### src/rtl/bsf_pkg.sv
// Shared types, constants and tap-table functions for the B-spline smoothing filter.
package bsf_pkg;

  localparam int KS_W      = 5;
  localparam int KS_TOP    = (1 << KS_W) - 1;
  localparam int CNT_W     = 6;
  localparam int CNT_MAX   = (1 << CNT_W) - 1;
  localparam int Q_DEPTH   = 2;

  typedef struct packed {
    logic emit;
    logic last_res;
    logic clear;
  } bsf_ctl_t;

  // Numerator of B3(u/d) over 6*d^3 for tap k, with u = |4k - 2d|.
  function automatic longint spline_num(input longint d, input longint k);
    longint u;
    longint t;
    longint n;
    u = 4 * k - 2 * d;
    if (u < 0) u = -u;
    n = 0;
    if (u < d) begin
      n = 4 * d * d * d - 3 * u * u * (2 * d - u);
    end else if (u < 2 * d) begin
      t = 2 * d - u;
      n = t * t * t;
    end
    return n;
  endfunction

  function automatic longint spline_sum(input longint d);
    longint acc;
    acc = 0;
    for (longint k = 0; k <= 2 * d; k++) acc += spline_num(d, k);
    return acc;
  endfunction

endpackage

### src/rtl/bsf_queue.sv
// Two-entry op queue between front end and datapath.
module bsf_queue #(
  parameter int SW = 16
) (
  input  logic                 clk,
  input  logic                 rst_n,
  input  logic                 push,
  output logic                 push_ready,
  input  logic signed [SW-1:0] push_sample,
  input  bsf_pkg::bsf_ctl_t    push_ctl,
  input  logic                 pop,
  output logic                 pop_valid,
  output logic signed [SW-1:0] pop_sample,
  output bsf_pkg::bsf_ctl_t    pop_ctl
);

  localparam int DEPTH = bsf_pkg::Q_DEPTH;
  localparam int AW    = $clog2(DEPTH);
  localparam int NW    = $clog2(DEPTH + 1);

  logic signed [SW-1:0] sample_r [DEPTH];
  bsf_pkg::bsf_ctl_t    ctl_r    [DEPTH];
  logic [AW-1:0]        wr_r, rd_r;
  logic [NW-1:0]        cnt_r, cnt_nxt;
  logic                 do_push, do_pop;

  assign push_ready = (cnt_r != NW'(DEPTH));
  assign pop_valid  = (cnt_r != '0);
  assign do_push    = push && push_ready;
  assign do_pop     = pop && pop_valid;
  assign pop_sample = sample_r[rd_r];
  assign pop_ctl    = ctl_r[rd_r];

  always_comb begin
    cnt_nxt = cnt_r;
    if (do_push && !do_pop) cnt_nxt = cnt_r + NW'(1);
    if (!do_push && do_pop) cnt_nxt = cnt_r - NW'(1);
  end

  always_ff @(posedge clk) begin
    if (!rst_n) begin
      wr_r  <= '0;
      rd_r  <= '0;
      cnt_r <= '0;
    end else begin
      cnt_r <= cnt_nxt;
      if (do_push) wr_r <= (wr_r == AW'(DEPTH - 1)) ? '0 : wr_r + AW'(1);
      if (do_pop)  rd_r <= (rd_r == AW'(DEPTH - 1)) ? '0 : rd_r + AW'(1);
    end
  end

  always_ff @(posedge clk) begin
    if (do_push) begin
      sample_r[wr_r] <= push_sample;
      ctl_r[wr_r]    <= push_ctl;
    end
  end

endmodule

### config.mk
export PLATFORM = sky130hd
export DESIGN_NAME = bsf_queue
export DESIGN_NICKNAME = d
export VERILOG_FILES = /design/src/rtl/bsf_pkg.sv /design/src/rtl/bsf_queue.sv
export SDC_FILE = /design/constraint.sdc
export NUM_CORES = 1
export LEC_CHECK = 0
export BUFFER_PORTS_ARGS = -buffer_cell sky130_fd_sc_hd__buf_4
export CORE_UTILIZATION = 45
export CTS_BUF_LIST = sky130_fd_sc_hd__clkbuf_2 sky130_fd_sc_hd__clkbuf_4 sky130_fd_sc_hd__clkbuf_8
export CTS_CLUSTER_DIAMETER = 100
export DETAILED_ROUTE_END_ITERATION = 7
export GPL_ROUTABILITY_DRIVEN = 1
export PLACE_DENSITY = 0.73
export SKIP_LAST_GASP = 1
export SYNTH_ARGS = -nofsm -noshare
export SYNTH_HDL_FRONTEND = slang
export SYNTH_SLANG_ARGS = --single-unit
### constraint.sdc
create_clock -name clk -period 1.5 [get_ports clk]
set_clock_uncertainty 0.05 [all_clocks]
set_input_delay 0.3 -clock clk [delete_from_list [all_inputs] [get_ports clk]]
set_output_delay 0.3 -clock clk [all_outputs]
set_load 0.005 [all_outputs]
==> results.json <==
{
  "syn-mean-instance-area_um2": 19.3,
  "post_synth_num_cell_types": 21,
  "route.antenna.remaining_nets": 0,
  "grt_antenna_before_repair": 0,
  "die-area_um2": 3800,
  "ys_ff_latch": 43,
  "required_ps": 1150,
  "finalWeightedCongestion": 0.670,
  "cts_htree_levels": 2,
  "worstHoldPathType": "in2reg",
  "io_buffers": 43,
  "first_global_vias": 878,
  "synth_seq_area_share_pct": 77.4,
  "final-setup-viol-count": 19,
  "clk_path_buf_depth": 2,
  "tightestPinTransition_ps": 184,
  "drc_errors": 0,
  "ir_drop_v": 0.00130,
  "insertion_delay_ps": 340,
  "synth.largest_area_cell": "sky130_fd_sc_hd__edfxtp_1",
  "p_leak_nw": 0.944,
  "timing_hold_violations_final": 0,
  "cp_max_fo": 6,
  "final_cells": 192,
  "hold_buffers": 0,
  "die_h_um": 61.7,
  "async_flop_share_pct": 0,
  "fin_worst_hold_slack_ps": 78.9,
  "grt_overflow": 0,
  "placeable_core_area_um2": 3360,
  "final_nets": 169,
  "detail_route.wirelength_mm": 2.80,
  "path_class": "reg2out",
  "timing.final.max_slew_violations": 0,
  "relSlewSlack_pct": 87.6,
  "max_cap_violations": 0,
  "tns_ps": -3080,
  "row_count": 21,
  "synth.area.top_cells": "sky130_fd_sc_hd__edfxtp_1 (71%), sky130_fd_sc_hd__mux2_2 (13%), sky130_fd_sc_hd__dfxtp_1 (6.2%)",
  "global_route_wire_length_before_repair_mm": 3.92,
  "synthDominantCellAreaShare_pct": 71.2,
  "grt_max_degree": 14,
  "first_iter_violations": 18,
  "ys.flop_type": "sky130_fd_sc_hd__edfxtp_1",
  "cts_tree": "done",
  "violations_in_the_final_reports": "setup timing",
  "io_pins": 44,
  "tritoncts.num_buffers": 5,
  "final_antenna_diode_count": 0,
  "crit_path_start_kind": "flip-flop",
  "result_of_the_run": "complete, but fails checks",
  "powerDensity_nw_per_um2": 1660,
  "end_kind": "output pin",
  "wl_per_cell_um": 14.6,
  "final_min_period_over_clock_period_pct": 112,
  "fin_crit_ps": 1680,
  "place_ws_ps": -9.39,
  "area_growth_pct": 47.1,
  "effective_utilization_at_floorplan_pct": 47.7,
  "grtUsageTotal_pct": 15.3,
  "cp.arrival_ps": 1330,
  "grt_setup_unrepaired": "true",
  "avgViaCountPerCell": 4.80,
  "hpwl_dp_mm": 1.87,
  "summed_instance_area_of_the_synthesized_netlist_um2": 1600,
  "clock_tree.root_cell": "sky130_fd_sc_hd__clkbuf_4",
  "timing.fmax_mhz": 597,
  "placed_cells": 178,
  "clk_transition_reported_paths_ps": 120,
  "yosys.cell_count.top_type": "sky130_fd_sc_hd__edfxtp_1",
  "synth_common_cells": "sky130_fd_sc_hd__edfxtp_1 (38), sky130_fd_sc_hd__mux2_2 (19), sky130_fd_sc_hd__dfxtp_1 (5)",
  "synth.yosys.warnings": 0,
  "drt_pass1_iterations": 2,
  "drive_gt1_share_pct": 62.3,
  "finalWorstSetupSlack_ps": -175,
  "detailroute.via_count": 921,
  "synth_edf_count": 38,
  "synthCells": 83,
  "cts.sink_count": 43,
  "syn-num-nets": 107,
  "die-width_um": 61.7
}
sequential cells by signal, indices dropped and copies added (netlist names), named ones only:
register,flops
rd_r,1
ctl_r,6
sample_r,32
cnt_r,2
wr_r,1
power by group:
group / switching (W) / internal (W)
logic: 0.000531 / 0.00105
clock network: 0.000345 / 0.000343
registers: 0.0000964 / 0.00154
total: 0.000972 / 0.00293
metrics by stage:
| step | utilization [%] | instance area (µm²) | power [W] |
|---|---|---|---|
| 2_1_floorplan | - | 1610 | 0.00219 |
| 3_3_place_gp | 61.0 | 2050 | 0.00271 |
| 3_5_place_dp | 61.0 | 2050 | 0.00276 |
| 4_1_cts | 68.4 | 2300 | 0.00383 |
| 5_1_grt | 70.1 | 2360 | 0.00411 |
| 6_report | 70.1 | 2360 | 0.00390 |
critical path, stage by stage (launching register included):
cell,delay [ps]
sky130_fd_sc_hd__dfxtp_4,410
sky130_fd_sc_hd__buf_8,140
sky130_fd_sc_hd__mux2_4,310
sky130_fd_sc_hd__buf_6,120
final timing paths:
| path | from | endpoint | slack (ps) | depth (start not counted) |
|---|---|---|---|---|
| setup reg to reg | cnt_r[1] | cnt_r[1] | 50 | 5 |
| setup / recovery | flip-flop | pop_sample[14] | -180 | 3 |
| hold / removal | push_sample[2] | sample_r[0][2] | 80 | 1 |
| hold reg to reg | rd_r | flip-flop | 500 | 2 |
layout by cell type, fill, tap and decap left out, drive strengths merged:
cell type and instances:
buf 57, edfxtp 38, mux2 19, clkbuf 5
dfxtp 5, xnor2 3, nor2b 2, a21boi 2
clkinv 2, o21a 1, nand2b 1, nand2 1
or2 1, nand3b 1, inv 1, and3 1
and2 1, a21bo 1, o21ai 1, or3 1
ha 1, bufinv 1
cell families (layout without fill, tap and decap cells):
logic type / count (synthesis) / count (layout) / synth area share (%)
muxes: 19 / 19 / 13.3
AOI/OAI and AO/OA: 5 / 5 / 2.34
adders and majority gates: 1 / 1 / 0.781
and+or+nand+nor: 9 / 9 / 3.44
buffers and inverters: 3 / 66 / 1.01
xor gates and xnor gates: 3 / 3 / 1.64
DFF: 43 / 43 / 77.4
final cells by class:
class | instances | area (µm²)
sequential | 43 | 1250
multi-input combinational | 37 | 430
tap | 46 | 57.6
clock buffer | 5 | 37.5
inverter | 1 | 3.75
fill | 249 | 1010
clock inverter | 3 | 38.8
timing repair buffer | 57 | 539
routing by layer:
metal  part of all wire [%]  GRT usage (%)  up-vias
met5                      0              0        -
met4                    1.7           7.62        0
met3                    6.5           6.72        5
met2                     53           24.7       30
met1                     39           17.4      446
li1                       -              -      440
what timing repair did:
action,in CTS,in global routing
gates resized for setup,42,11
cloned,1,0
endpoints found under the setup margin,21,21
buffers inserted,3,2
pin swaps,1,1
(Power assumes the default switching activity.)
