[config.mk]
export PLATFORM = sky130hd
export DESIGN_NAME = bsf_front
export DESIGN_NICKNAME = d
export VERILOG_FILES = /design/src/rtl/bsf_pkg.sv /design/src/rtl/bsf_front.sv
export SDC_FILE = /design/constraint.sdc
export NUM_CORES = 1
export LEC_CHECK = 0
export ABC_CLOCK_PERIOD_IN_PS = 5500
export BUFFER_PORTS_ARGS = -buffer_cell sky130_fd_sc_hd__buf_2
export CAP_MARGIN = 5
export CORE_ASPECT_RATIO = 0.6
export CORE_MARGIN = 2
export CORE_UTILIZATION = 45
export CTS_CLUSTER_DIAMETER = 60
export CTS_CLUSTER_SIZE = 16
export DETAILED_ROUTE_END_ITERATION = 10
export PLACE_DENSITY = 0.72
export SYNTH_ARGS = -nofsm -noshare
export SYNTH_HDL_FRONTEND = slang
export SYNTH_SLANG_ARGS = --single-unit
[constraint.sdc]
create_clock -name clk -period 5.5 [get_ports clk]
set_clock_uncertainty 0.05 [all_clocks]
set_input_delay 1.1 -clock clk [delete_from_list [all_inputs] [get_ports clk]]
set_output_delay 1.1 -clock clk [all_outputs]
set_load 0.02 [all_outputs]
[src/rtl/bsf_pkg.sv]
// Shared types, constants and tap-table functions for the B-spline smoothing filter.
package bsf_pkg;

  localparam int KS_W      = 5;
  localparam int KS_TOP    = (1 << KS_W) - 1;
  localparam int CNT_W     = 6;
  localparam int CNT_MAX   = (1 << CNT_W) - 1;
  localparam int Q_DEPTH   = 2;

  typedef struct packed {
    logic emit;
    logic last_res;
    logic clear;
  } bsf_ctl_t;

  // Numerator of B3(u/d) over 6*d^3 for tap k, with u = |4k - 2d|.
  function automatic longint spline_num(input longint d, input longint k);
    longint u;
    longint t;
    longint n;
    u = 4 * k - 2 * d;
    if (u < 0) u = -u;
    n = 0;
    if (u < d) begin
      n = 4 * d * d * d - 3 * u * u * (2 * d - u);
    end else if (u < 2 * d) begin
      t = 2 * d - u;
      n = t * t * t;
    end
    return n;
  endfunction

  function automatic longint spline_sum(input longint d);
    longint acc;
    acc = 0;
    for (longint k = 0; k <= 2 * d; k++) acc += spline_num(d, k);
    return acc;
  endfunction

endpackage

[src/rtl/bsf_front.sv]
// Front end: takes samples, tracks sequence position and issues shift/emit ops, incl. flush.
module bsf_front #(
  parameter int SW    = 16,
  parameter int ROW_W = 4
) (
  input  logic                   clk,
  input  logic                   rst_n,
  input  logic [ROW_W-1:0]       half_size,
  input  logic                   in_valid,
  output logic                   in_stall,
  input  logic signed [SW-1:0]   in_sample,
  input  logic                   in_last,
  output logic                   q_push,
  input  logic                   q_ready,
  output logic signed [SW-1:0]   q_sample,
  output bsf_pkg::bsf_ctl_t      q_ctl,
  output logic                   flushing
);

  localparam int CW = bsf_pkg::CNT_W;
  localparam int EW = CW + 1;

  logic [CW-1:0]    seen_r, seen_nxt;
  logic [CW-1:0]    fcnt_r, fcnt_nxt;
  logic [ROW_W-1:0] f_r, f_nxt;
  logic             flush_r, flush_nxt;
  logic [CW-1:0]    cnt_inc;
  logic             in_xfer;
  logic [EW-1:0]    f_lhs, f_rhs;
  logic             f_final;

  assign in_stall = flush_r || !q_ready;
  assign in_xfer  = in_valid && !in_stall;
  assign flushing = flush_r;

  assign cnt_inc = (seen_r == CW'(bsf_pkg::CNT_MAX)) ? seen_r : seen_r + CW'(1);
  assign f_lhs   = EW'(fcnt_r) + EW'(f_r);
  assign f_rhs   = EW'(half_size) + EW'(1);
  assign f_final = (f_r == half_size);

  always_comb begin
    q_push   = 1'b0;
    q_sample = in_sample;
    q_ctl    = '0;
    if (flush_r) begin
      q_push          = q_ready;
      q_sample        = '0;
      q_ctl.emit      = (f_lhs >= f_rhs);
      q_ctl.last_res  = f_final;
      q_ctl.clear     = f_final;
    end else begin
      q_push          = in_xfer;
      q_ctl.emit      = (cnt_inc > CW'(half_size));
      q_ctl.last_res  = in_last && (half_size == '0);
      q_ctl.clear     = in_last && (half_size == '0);
    end
  end

  always_comb begin
    seen_nxt  = seen_r;
    fcnt_nxt  = fcnt_r;
    f_nxt     = f_r;
    flush_nxt = flush_r;
    if (flush_r) begin
      if (q_ready) begin
        if (f_final) begin
          flush_nxt = 1'b0;
        end else begin
          f_nxt = f_r + ROW_W'(1);
        end
      end
    end else if (in_xfer) begin
      if (in_last) begin
        seen_nxt = '0;
        if (half_size != '0) begin
          flush_nxt = 1'b1;
          f_nxt     = ROW_W'(1);
          fcnt_nxt  = cnt_inc;
        end
      end else begin
        seen_nxt = cnt_inc;
      end
    end
  end

  always_ff @(posedge clk) begin
    if (!rst_n) begin
      seen_r  <= '0;
      fcnt_r  <= '0;
      f_r     <= '0;
      flush_r <= 1'b0;
    end else begin
      seen_r  <= seen_nxt;
      fcnt_r  <= fcnt_nxt;
      f_r     <= f_nxt;
      flush_r <= flush_nxt;
    end
  end

endmodule

==> results.cfg, run 1 <==
[clock_tree]
cts_buffers = 3
cts_num_sinks = 17
htreeDepth = 1
postCtsHoldBufs = 0
clk_latency_ns = 0.25
clock_path_buffers = 2
cts_resized = 0
cts_tree = done
cts-root-buf = clkbuf_8
clk_pin_slew_ns = 0.06
cts_setup_buffers = 0

[floorplanning]
core_area_um2 = 3200
die_area_um2 = 3770
num_rows = 16
die_y_um = 48.4
ioPinCount = 47
start_util = 0.461
dieWidth_um = 78.0

[global_route]
antenna_found_initial = 0
use_met3 = 0.0243
first_global_vias = 1170
grt-ovfl-total = 0
grt_pass1_wl_um = 5580
grt_max_degree = 24
busiest_layer = met1
grtUsageMet1 = 0.303
grt_util_met2 = 0.256
grt_usage = 0.184

[power_and_ir_drop]
p_sw_uw = 103
swShare = 0.324
p_leak_nw = 0.838
p_per_area_nw_per_um2 = 181
clkPwrFrac = 0.286
ir_drop_mv = 0.121
power_frac_seq = 0.418
combPwrFrac = 0.296
intPower_uw = 216
total_power_uw = 319

[detailed_routing]
postRouteAntennaNets = 0
viasPerCell = 5.09
vias = 1385
wl_um = 3400
drc = 0
drt_iter0_markers = 83
wire_per_inst_um = 12.5
firstDrtPassIters = 4

[synth]
synthArstFlopShare = 0
syn_area_um2 = 1480
yosysUniqueCellTypes = 46
synth-edff-count = 0
synthSimpleGateAreaFrac = 0.272
synth-main-ff-cell = dfxtp_1
synthAdderAreaFrac = 0.157
synth_top_family_by_area = simple AND/OR/NAND/NOR gates
synth_cells = 184
synth-xor-area-share = 0.0711
synth.mux.area_fraction = 0.00762
yosysSeqAreaShare = 0.230
synth_compound_area_frac = 0.200
synth_nets = 227
yosysWarningCount = 0
yosys_register_bits = 17
syn_avg_cell_area_um2 = 8.03

[run_status]
status = complete, no violations

[placed_design]
dp_hpwl_um = 2780
globalplace.congestion = 0.881
place_area_um2 = 1720
port_buffers = 46

[worst_setup_path]
path_cells = ha_1 -> and2_2 -> nand4_1 -> mux2_2 -> ha_1 -> a21oi_1 -> o21ai_0 -> a21boi_1 -> a32oi_1 -> buf_2
startpoint_type = flip-flop
setup.worst_path.start = seen_r[0]$_SDFFE_PN0P_
cp_common_cell = ha_1
crit_type = reg -> out
reg2reg_from = flushing$_SDFF_PN0_
required_ns = 4.35
critPathArrivalTime_ns = 2.71
cp_slowest_cell = dfxtp_1
cp_slowest_stage_delay_ns = 0.43
path_buf_inv = 1
crit_family = adder cells
worstSetupEndpointType = output port
crit_fanout = 6

[job]
drv_cap = 0

[timing]
hold_viol = 0
finalCriticalPeriod_ns = 3.86
worst_pin_slew_ns = 0.703
fmax_ghz = 0.259
rsz0062_at_grt = no
period_share = 0.701
slew_headroom = 0.531
fin_tns_setup_ns = 0
drv_slew = 0
setup_viol = 0

[hold_path]
hp-class = reg -> reg
hp-start = fcnt_r[2]$_SDFFE_PN0P_

[cells_and_area]
nets = 271
nFillCells = 305
stdcell_area_um2 = 1770
final_common_cell = buf_2
most-common-layout-cells = buf_2 (46), nor2b_1 (21), nor2_1 (18), nand2_1 (18)
syn_to_final_growth_pct = 19.6
layout-drive-gt1-share = 0.251
diodes = 0
## stage by stage
step                       util  setup WS (ns)  hold WS (ns)  std cells
after floorplan               -           1.91         0.398        184
after global placement    0.538           1.70         0.414        268
after detailed placement  0.538           1.67         0.424        268
after CTS                 0.552           1.64         0.436        272
after global routing      0.552           1.45         0.476        272
final                     0.552           1.64         0.434        272
## cells by family after synthesis
family / Yosys count
simple gates: 74
compound gates: 42
buf+inv: 20
fa+ha+maj: 18
flops: 17
xor+xnor: 12
mux: 1
## path summary, 6_finish.rpt
check,to,depth (start not counted),slack (ns)
setup reg to reg,fcnt_r[0]$_SDFFE_PN0P_,4,3.36
setup / recovery,q_ctl[2],10,1.64
hold reg to reg,fcnt_r[2]$_SDFFE_PN0P_,2,0.43
hold / removal,fcnt_r[2]$_SDFFE_PN0P_,2,0.43
## Yosys cell counts, types with 2 or more instances
cell      count  area share
nand4_1       2      0.0085
and2_1        2      0.0085
buf_4         2       0.010
nor2_1       18       0.046
nand2_1      18       0.046
o21ai_1       2      0.0068
inv_1        13       0.033
nor3b_1       2       0.010
clkbuf_1      3      0.0076
nand3_1       3       0.010
xor2_1        3       0.018
a41oi_1       2       0.012
xnor2_1       9       0.053
o21a_1        3       0.015
a21oi_1       8       0.027
a21o_1        2       0.010
a22oi_1       4       0.020
ha_1         17        0.14
o21ai_0       5       0.017
a211oi_1      2       0.010
dfxtp_1      17        0.23
nor2b_1      21       0.089
a21boi_0      3       0.015
## metal layers
metal,up-vias,share of wire
met5,-,0
li1,722,-
met3,4,0.072
met1,605,0.55
met2,54,0.37
met4,0,0.0053
## power by group through the flow
stage	combinational (mW)	sequential [mW]	clock, mW
final	0.0944	0.133	0.0914
after detailed placement	0.0943	0.136	0
after global placement	0.0941	0.136	0
after CTS	0.0949	0.133	0.0946
after global routing	0.104	0.134	0.100
after floorplan	0.0658	0.133	0
## cell type report
class | count | area [um^2] | share of cell area
clock buffer | 4 | 45.0 | 0.0255
inverter | 13 | 48.8 | 0.0276
timing repair buffer | 46 | 230 | 0.130
tap | 45 | 56.3 | 0.0319
sequential | 17 | 340 | 0.193
multi-input combinational | 147 | 1050 | 0.592
## worst register-to-register path: stages (launching register included)
cell      delay (ns)
dfxtp_1         0.53
nand3b_2        0.49
or3b_1          0.58
and2_0          0.22
o21a_1          0.16
## flip-flops by register name (all words and copies together) (netlist names)
signal    count
flushing      1
seen_r        6
f_r           4
fcnt_r        6
Note: power is estimated with default switching activity, not from simulation.
==> run 2: changes to the inputs <==
Settings changed: ABC_AREA set to 1, ABC_CLOCK_PERIOD_IN_PS 5500 to 3850, PLACE_DENSITY 0.72 to 0.71.
Clock period 5.5 ns to 3.85 ns, I/O delays scaled along.
==> run 2 against run 1 <==
  * Sequential power increased by 41%
  * Clock power is 47% higher
  * Area after synthesis grew 6.4%
  * Cell count increased by 28%
  * Total power up 45%
  * Routed wire length grew 8.3%
  * Worst hold slack worse by 0.0052 ns
  * Combinational power rose by 49%
  * Register-to-register slack worse by 1.0 ns
  * Setup slack worse by 1.0 ns
  * Clock-buffer cell count unchanged
  * Cell area increased by 7.0%
  * Largest power group unchanged
==> results.cfg, run 2 <==
[worst_setup_path]
path_cells = ha_1 -> nand3_2 -> nor2_4 -> inv_1 -> nand2_1 -> nand2_1 -> ha_1 -> inv_1 -> o21bai_1 -> nand2_1 -> nand2_1 -> nand2_1 -> nand3_1 -> nor2_1 -> a21oi_1 -> buf_2
required_ns = 3.03
crit_type = reg -> out
crit_family = simple AND/OR/NAND/NOR gates
cp_slowest_stage_delay_ns = 0.39
startpoint_type = flip-flop
crit_cells = 16
crit_fanout = 5
critPathArrivalTime_ns = 2.41
rr_worst_depth = 7
cp_common_cell = nand2_1
worstSetupEndpointType = output port
cp_slowest_cell = dfxtp_1
path_buf_inv = 3

[timing]
worst_pin_slew_ns = 0.435
drv_slew = 0
fmax_ghz = 0.310
rsz0062_at_grt = no
fin_tns_setup_ns = 0
period_share = 0.838
hold_viol = 0
finalCriticalPeriod_ns = 3.23
slew_headroom = 0.710
setup_viol = 0
setup_ws_ns = 0.624

[global_route]
grt_max_degree = 25
first_global_vias = 1478
grt-ovfl-total = 0
grt_pass1_wl_um = 6130
grt_usage = 0.196
antenna_found_initial = 0

[clock_tree]
cts_num_sinks = 17
clk_pin_slew_ns = 0.07
cts_tree = done
cts_buffers = 3
clk_latency_ns = 0.25
cts_setup_buffers = 0
cts_resized = 0
clock_path_buffers = 2
postCtsHoldBufs = 0
htreeDepth = 1
cts-root-buf = clkbuf_8

[synth]
yosysUniqueCellTypes = 27
synthArstFlopShare = 0
synth_commonest_cells = nand2_1 (68), inv_1 (48), nor2_1 (32), a21oi_1 (20)
synth.most_common_cell = nand2_1
syn_area_um2 = 1570
yosysSeqAreaShare = 0.217
yosysWarningCount = 0
synth-edff-count = 0
yosys.area.top_type_share = 0.217
synth-main-ff-cell = dfxtp_1
synth_top_cells_by_area = dfxtp_1 (22%), nand2_1 (16%), ha_1 (14%)
synth_cells = 256
syn_avg_cell_area_um2 = 6.14
yosysTopAreaCell = dfxtp_1
synth_nets = 299
yosys_register_bits = 17

[placed_design]
dp_hpwl_um = 3080
place_area_um2 = 1850
globalplace.congestion = 0.825
dp_slack_ns = 0.795
port_buffers = 46

[detailed_routing]
wl_um = 3680
drc = 0
drt_iter0_markers = 79
wire_per_inst_um = 10.6
postRouteAntennaNets = 0
viasPerCell = 4.66
vias = 1621
firstDrtPassIters = 4

[floorplanning]
dieWidth_um = 80.3
ioPinCount = 47
die_area_um2 = 4000
die_y_um = 49.8
core_area_um2 = 3300
num_rows = 16
start_util = 0.476

[cells_and_area]
nFillCells = 341
diodes = 0
layout-drive-gt1-share = 0.221
most-common-layout-cells = nand2_1 (68), inv_1 (48), buf_2 (46)
stdcell_area_um2 = 1890
syn_to_final_growth_pct = 20.3
top_regs = fcnt_r: 6 flops, seen_r: 6 flops, f_r: 4 flops
final_common_cell = nand2_1
fin_util = 0.572
nets = 347

[power_and_ir_drop]
p_leak_nw = 1.06
ir_drop_mv = 0.163
p_per_area_nw_per_um2 = 244
total_power_uw = 462

[hold_path]
min_path_cells = 2
hp-class = reg -> reg

[job]
drv_cap = 0

[run_status]
status = complete, no violations
==> run 2: cell types whose count changed after synthesis, moves of 5 or more <==
cell / delta
nand2_1: +50
inv_1: +35
nor2b_1: -21
nor2_1: +14
a21oi_1: +12
nand3_1: +9
xnor2_1: -5
==> run 2: worst paths after layout <==
| check | start | end | slack [ns] |
|---|---|---|---|
| min reg2reg | fcnt_r[3]$_SDFFE_PN0P_ | fcnt_r[3]$_SDFFE_PN0P_ | 0.43 |
| max | seen_r[0]$_SDFFE_PN0P_ | q_ctl[2] | 0.62 |
| max reg2reg | flushing$_SDFF_PN0_ | fcnt_r[2]$_SDFFE_PN0P_ | 2.33 |
| min | fcnt_r[3]$_SDFFE_PN0P_ | fcnt_r[3]$_SDFFE_PN0P_ | 0.43 |
==> run 2: through the flow <==
| step | instances | hold WS, ns |
|---|---|---|
| after floorplan | 256 | 0.400 |
| after global placement | 344 | 0.417 |
| after detailed placement | 344 | 0.422 |
| after CTS | 348 | 0.431 |
| after global routing | 348 | 0.466 |
| final | 348 | 0.428 |
==> run 2: report_power, final <==
part / internal [mW] / switching [mW] / total [mW]
combinational: 0.0513 / 0.0898 / 0.141
clock: 0.0735 / 0.0605 / 0.134
sequential: 0.182 / 0.00497 / 0.187
total: 0.307 / 0.155 / 0.462
==> run 2: cell families (layout without fill, tap and decap cells) <==
family / Yosys count / count (layout) / synth area share
AO/OA/AOI/OAI: 29 / 29 / 0.0995
buffers and inverters: 56 / 103 / 0.138
XOR/XNOR: 6 / 6 / 0.0334
flip-flops: 17 / 17 / 0.217
AND/OR/NAND/NOR: 130 / 130 / 0.365
adder cells (fa/ha/maj): 18 / 18 / 0.148
==> run 2: area by class of cell <==
cell class,instances,area (um^2),area share
Clock buffer,4,45.0,0.0238
Inverter,52,196,0.104
Multi-Input combinational cell,183,1010,0.537
Sequential cell,17,340,0.180
Tap cell,45,56.3,0.0298
Timing Repair Buffer,47,238,0.126
==> run 2: tightest hold or removal path: stages, from the launching register on <==
cell,delay (ns)
dfxtp_1,0.32
nand2_1,0.06
a21oi_1,0.05
==> run 2: routing by layer <==
layer / up-vias / routed length, um / global-route usage / part of all wire
met3: 2 / 352 / 0.0549 / 0.096
met1: 675 / 1900 / 0.278 / 0.52
met5: - / 0 / 0 / 0
li1: 883 / - / - / -
met4: 0 / 11 / 0.0169 / 0.0030
met2: 61 / 1420 / 0.306 / 0.39
==> run 3: changes to the inputs <==
Settings changed: ABC_AREA 1 to 0, ABC_CLOCK_PERIOD_IN_PS 3850 to 2900, PLACE_DENSITY 0.71 to 0.75.
Clock period 3.85 ns to 2.9 ns, I/O delays scaled along.
==> run 3 against run 2 <==
  * The run now ends with setup timing left
  * Die area is 5.6% lower
  * First-iteration DRC count is 16% higher
  * Clock-buffer cell count stayed put
  * Cell area is 3.7% higher
  * Worst hold slack worse by 0.0043 ns
  * Largest power group unchanged
==> results.cfg, run 3 (same netlist as run 1, synthesis figures left out) <==
[power_and_ir_drop]
power_frac_seq = 0.389
swShare = 0.326
p_sw_uw = 206
p_leak_nw = 0.908
ir_drop_mv = 0.220
total_power_uw = 632
combPwrFrac = 0.335
intPower_uw = 426
clkPwrFrac = 0.276
p_per_area_nw_per_um2 = 323

[detailed_routing]
wire_per_inst_um = 13.5
wl_met2_um = 1630
dr.max_layer_used = met4
firstDrtPassIters = 5
viasPerCell = 5.25
routed-wl-met3_um = 275
wl_met1_um = 1890
drt_iter0_markers = 92
postRouteAntennaNets = 0
wl_um = 3820
drc = 0
vias = 1480

[worst_setup_path]
setup.worst_path.start = seen_r[1]$_SDFFE_PN0P_
path_cells = ha_4 -> and2_4 -> nand4_1 -> mux2_4 -> ha_4 -> a21oi_2 -> o21ai_1 -> a21boi_1 -> a32oi_1 -> buf_4
critPathArrivalTime_ns = 2.29
startpoint_type = flip-flop
crit_family = adder cells
cp_slowest_cell = dfxtp_4
path_buf_inv = 1
worstSetupEndpointType = output port
reg2reg_from = flushing$_SDFF_PN0_
crit_type = reg -> out
cp_common_cell = ha_4
crit_fanout = 4
cp_slowest_stage_delay_ns = 0.37
required_ns = 2.27

[global_route]
grt_pass1_wl_um = 5950
grt_usage = 0.200
antenna_found_initial = 0
first_global_vias = 1292
grt-ovfl-total = 0
grt_max_degree = 20

[clock_tree]
cts_buffers = 3
cts_tree = done
clk_latency_ns = 0.25
htreeDepth = 1
clock_path_buffers = 2
cts-root-buf = clkbuf_8
clk_pin_slew_ns = 0.06
cts_num_sinks = 17

[run_status]
status = complete, but fails checks
violations = setup timing

[timing]
setup_viol = 1
drv_slew = 0
worst_pin_slew_ns = 0.402
finalCriticalPeriod_ns = 2.92
slew_headroom = 0.731
hold_viol = 0
setup_ws_ns = -0.0181
fin_tns_setup_ns = -0.0181
hold_ws_ns = 0.424
rsz0062_at_grt = yes
period_share = 1.01
fmax_ghz = 0.343

[cells_and_area]
final_common_cell = buf_2
layout-drive-gt1-share = 0.371
seq_area_um2 = 349
most-common-layout-cells = buf_2 (45), nor2b_1 (21), nor2_1 (18)
top_regs = fcnt_r: 6 flops, seen_r: 6 flops, f_r: 4 flops
diodes = 0
nFillCells = 281
multi_input_area_um2 = 1150
syn_to_final_growth_pct = 32.7
stdcell_area_um2 = 1960
nets = 281

[placed_design]
place_area_um2 = 1770
port_buffers = 46
dp_hpwl_um = 2860
globalplace.congestion = 0.871
dp_slack_ns = 0.0797

[floorplanning]
ioPinCount = 47
die_y_um = 48.4
num_rows = 16
dieWidth_um = 78.0
die_area_um2 = 3770
core_area_um2 = 3200
start_util = 0.461

[hold_path]
hp-class = reg -> reg
hp-start = fcnt_r[2]$_SDFFE_PN0P_

[job]
drv_cap = 0
-- run 3: stage by stage --
| stage | std cells | utilization |
|---|---|---|
| 2_1_floorplan | 184 | - |
| 3_3_place_gp | 274 | 0.552 |
| 3_5_place_dp | 274 | 0.552 |
| 4_1_cts | 280 | 0.579 |
| 5_1_grt | 282 | 0.612 |
| 6_report | 282 | 0.612 |
-- run 3: power by group through the flow --
stage               Combinational [mW]  Sequential [mW]  Clock, mW
CTS                              0.198            0.246      0.179
floorplan                        0.125            0.252          0
global placement                 0.190            0.249          0
global route                     0.233            0.246      0.194
finish                           0.212            0.246      0.175
detailed placement               0.191            0.249          0
-- run 3: worst paths after layout --
kind	endpoint	slack [ns]	cells after the start
worst max register to register	fcnt_r[0]$_SDFFE_PN0P_	1.05	4
worst min register to register	fcnt_r[2]$_SDFFE_PN0P_	0.42	2
worst max-delay path	q_ctl[2]	-0.02	10
worst min-delay path	fcnt_r[2]$_SDFFE_PN0P_	0.42	2
-- run 3: repair_timing --
item,CTS,global route
resized for setup,13,18
buffers inserted,2,2
pin swaps,6,10
gates cloned,0,0
endpoints found under the setup margin,1,1
hold buffers,0,0
-- run 3: worst register-to-register path, stage by stage, from the launching register on --
cell and delay (ns):
dfxtp_1 0.36, nand3b_2 0.37, or3b_1 0.58, and2_0 0.23, o21a_1 0.16
-- run 3: routing by layer --
layer | GRT usage | up-vias
met1 | 0.307 | 673
met4 | 0.0439 | 0
li1 | - | 744
met3 | 0.0299 | 2
met5 | 0 | -
met2 | 0.295 | 61
-- run 3: cell type report --
class                           instances  share of cell area
Sequential cell                        17               0.178
Timing Repair Buffer                   56               0.157
Tap cell                               45              0.0287
Clock buffer                            4              0.0230
Multi-Input combinational cell        147               0.588
Inverter                               13              0.0249
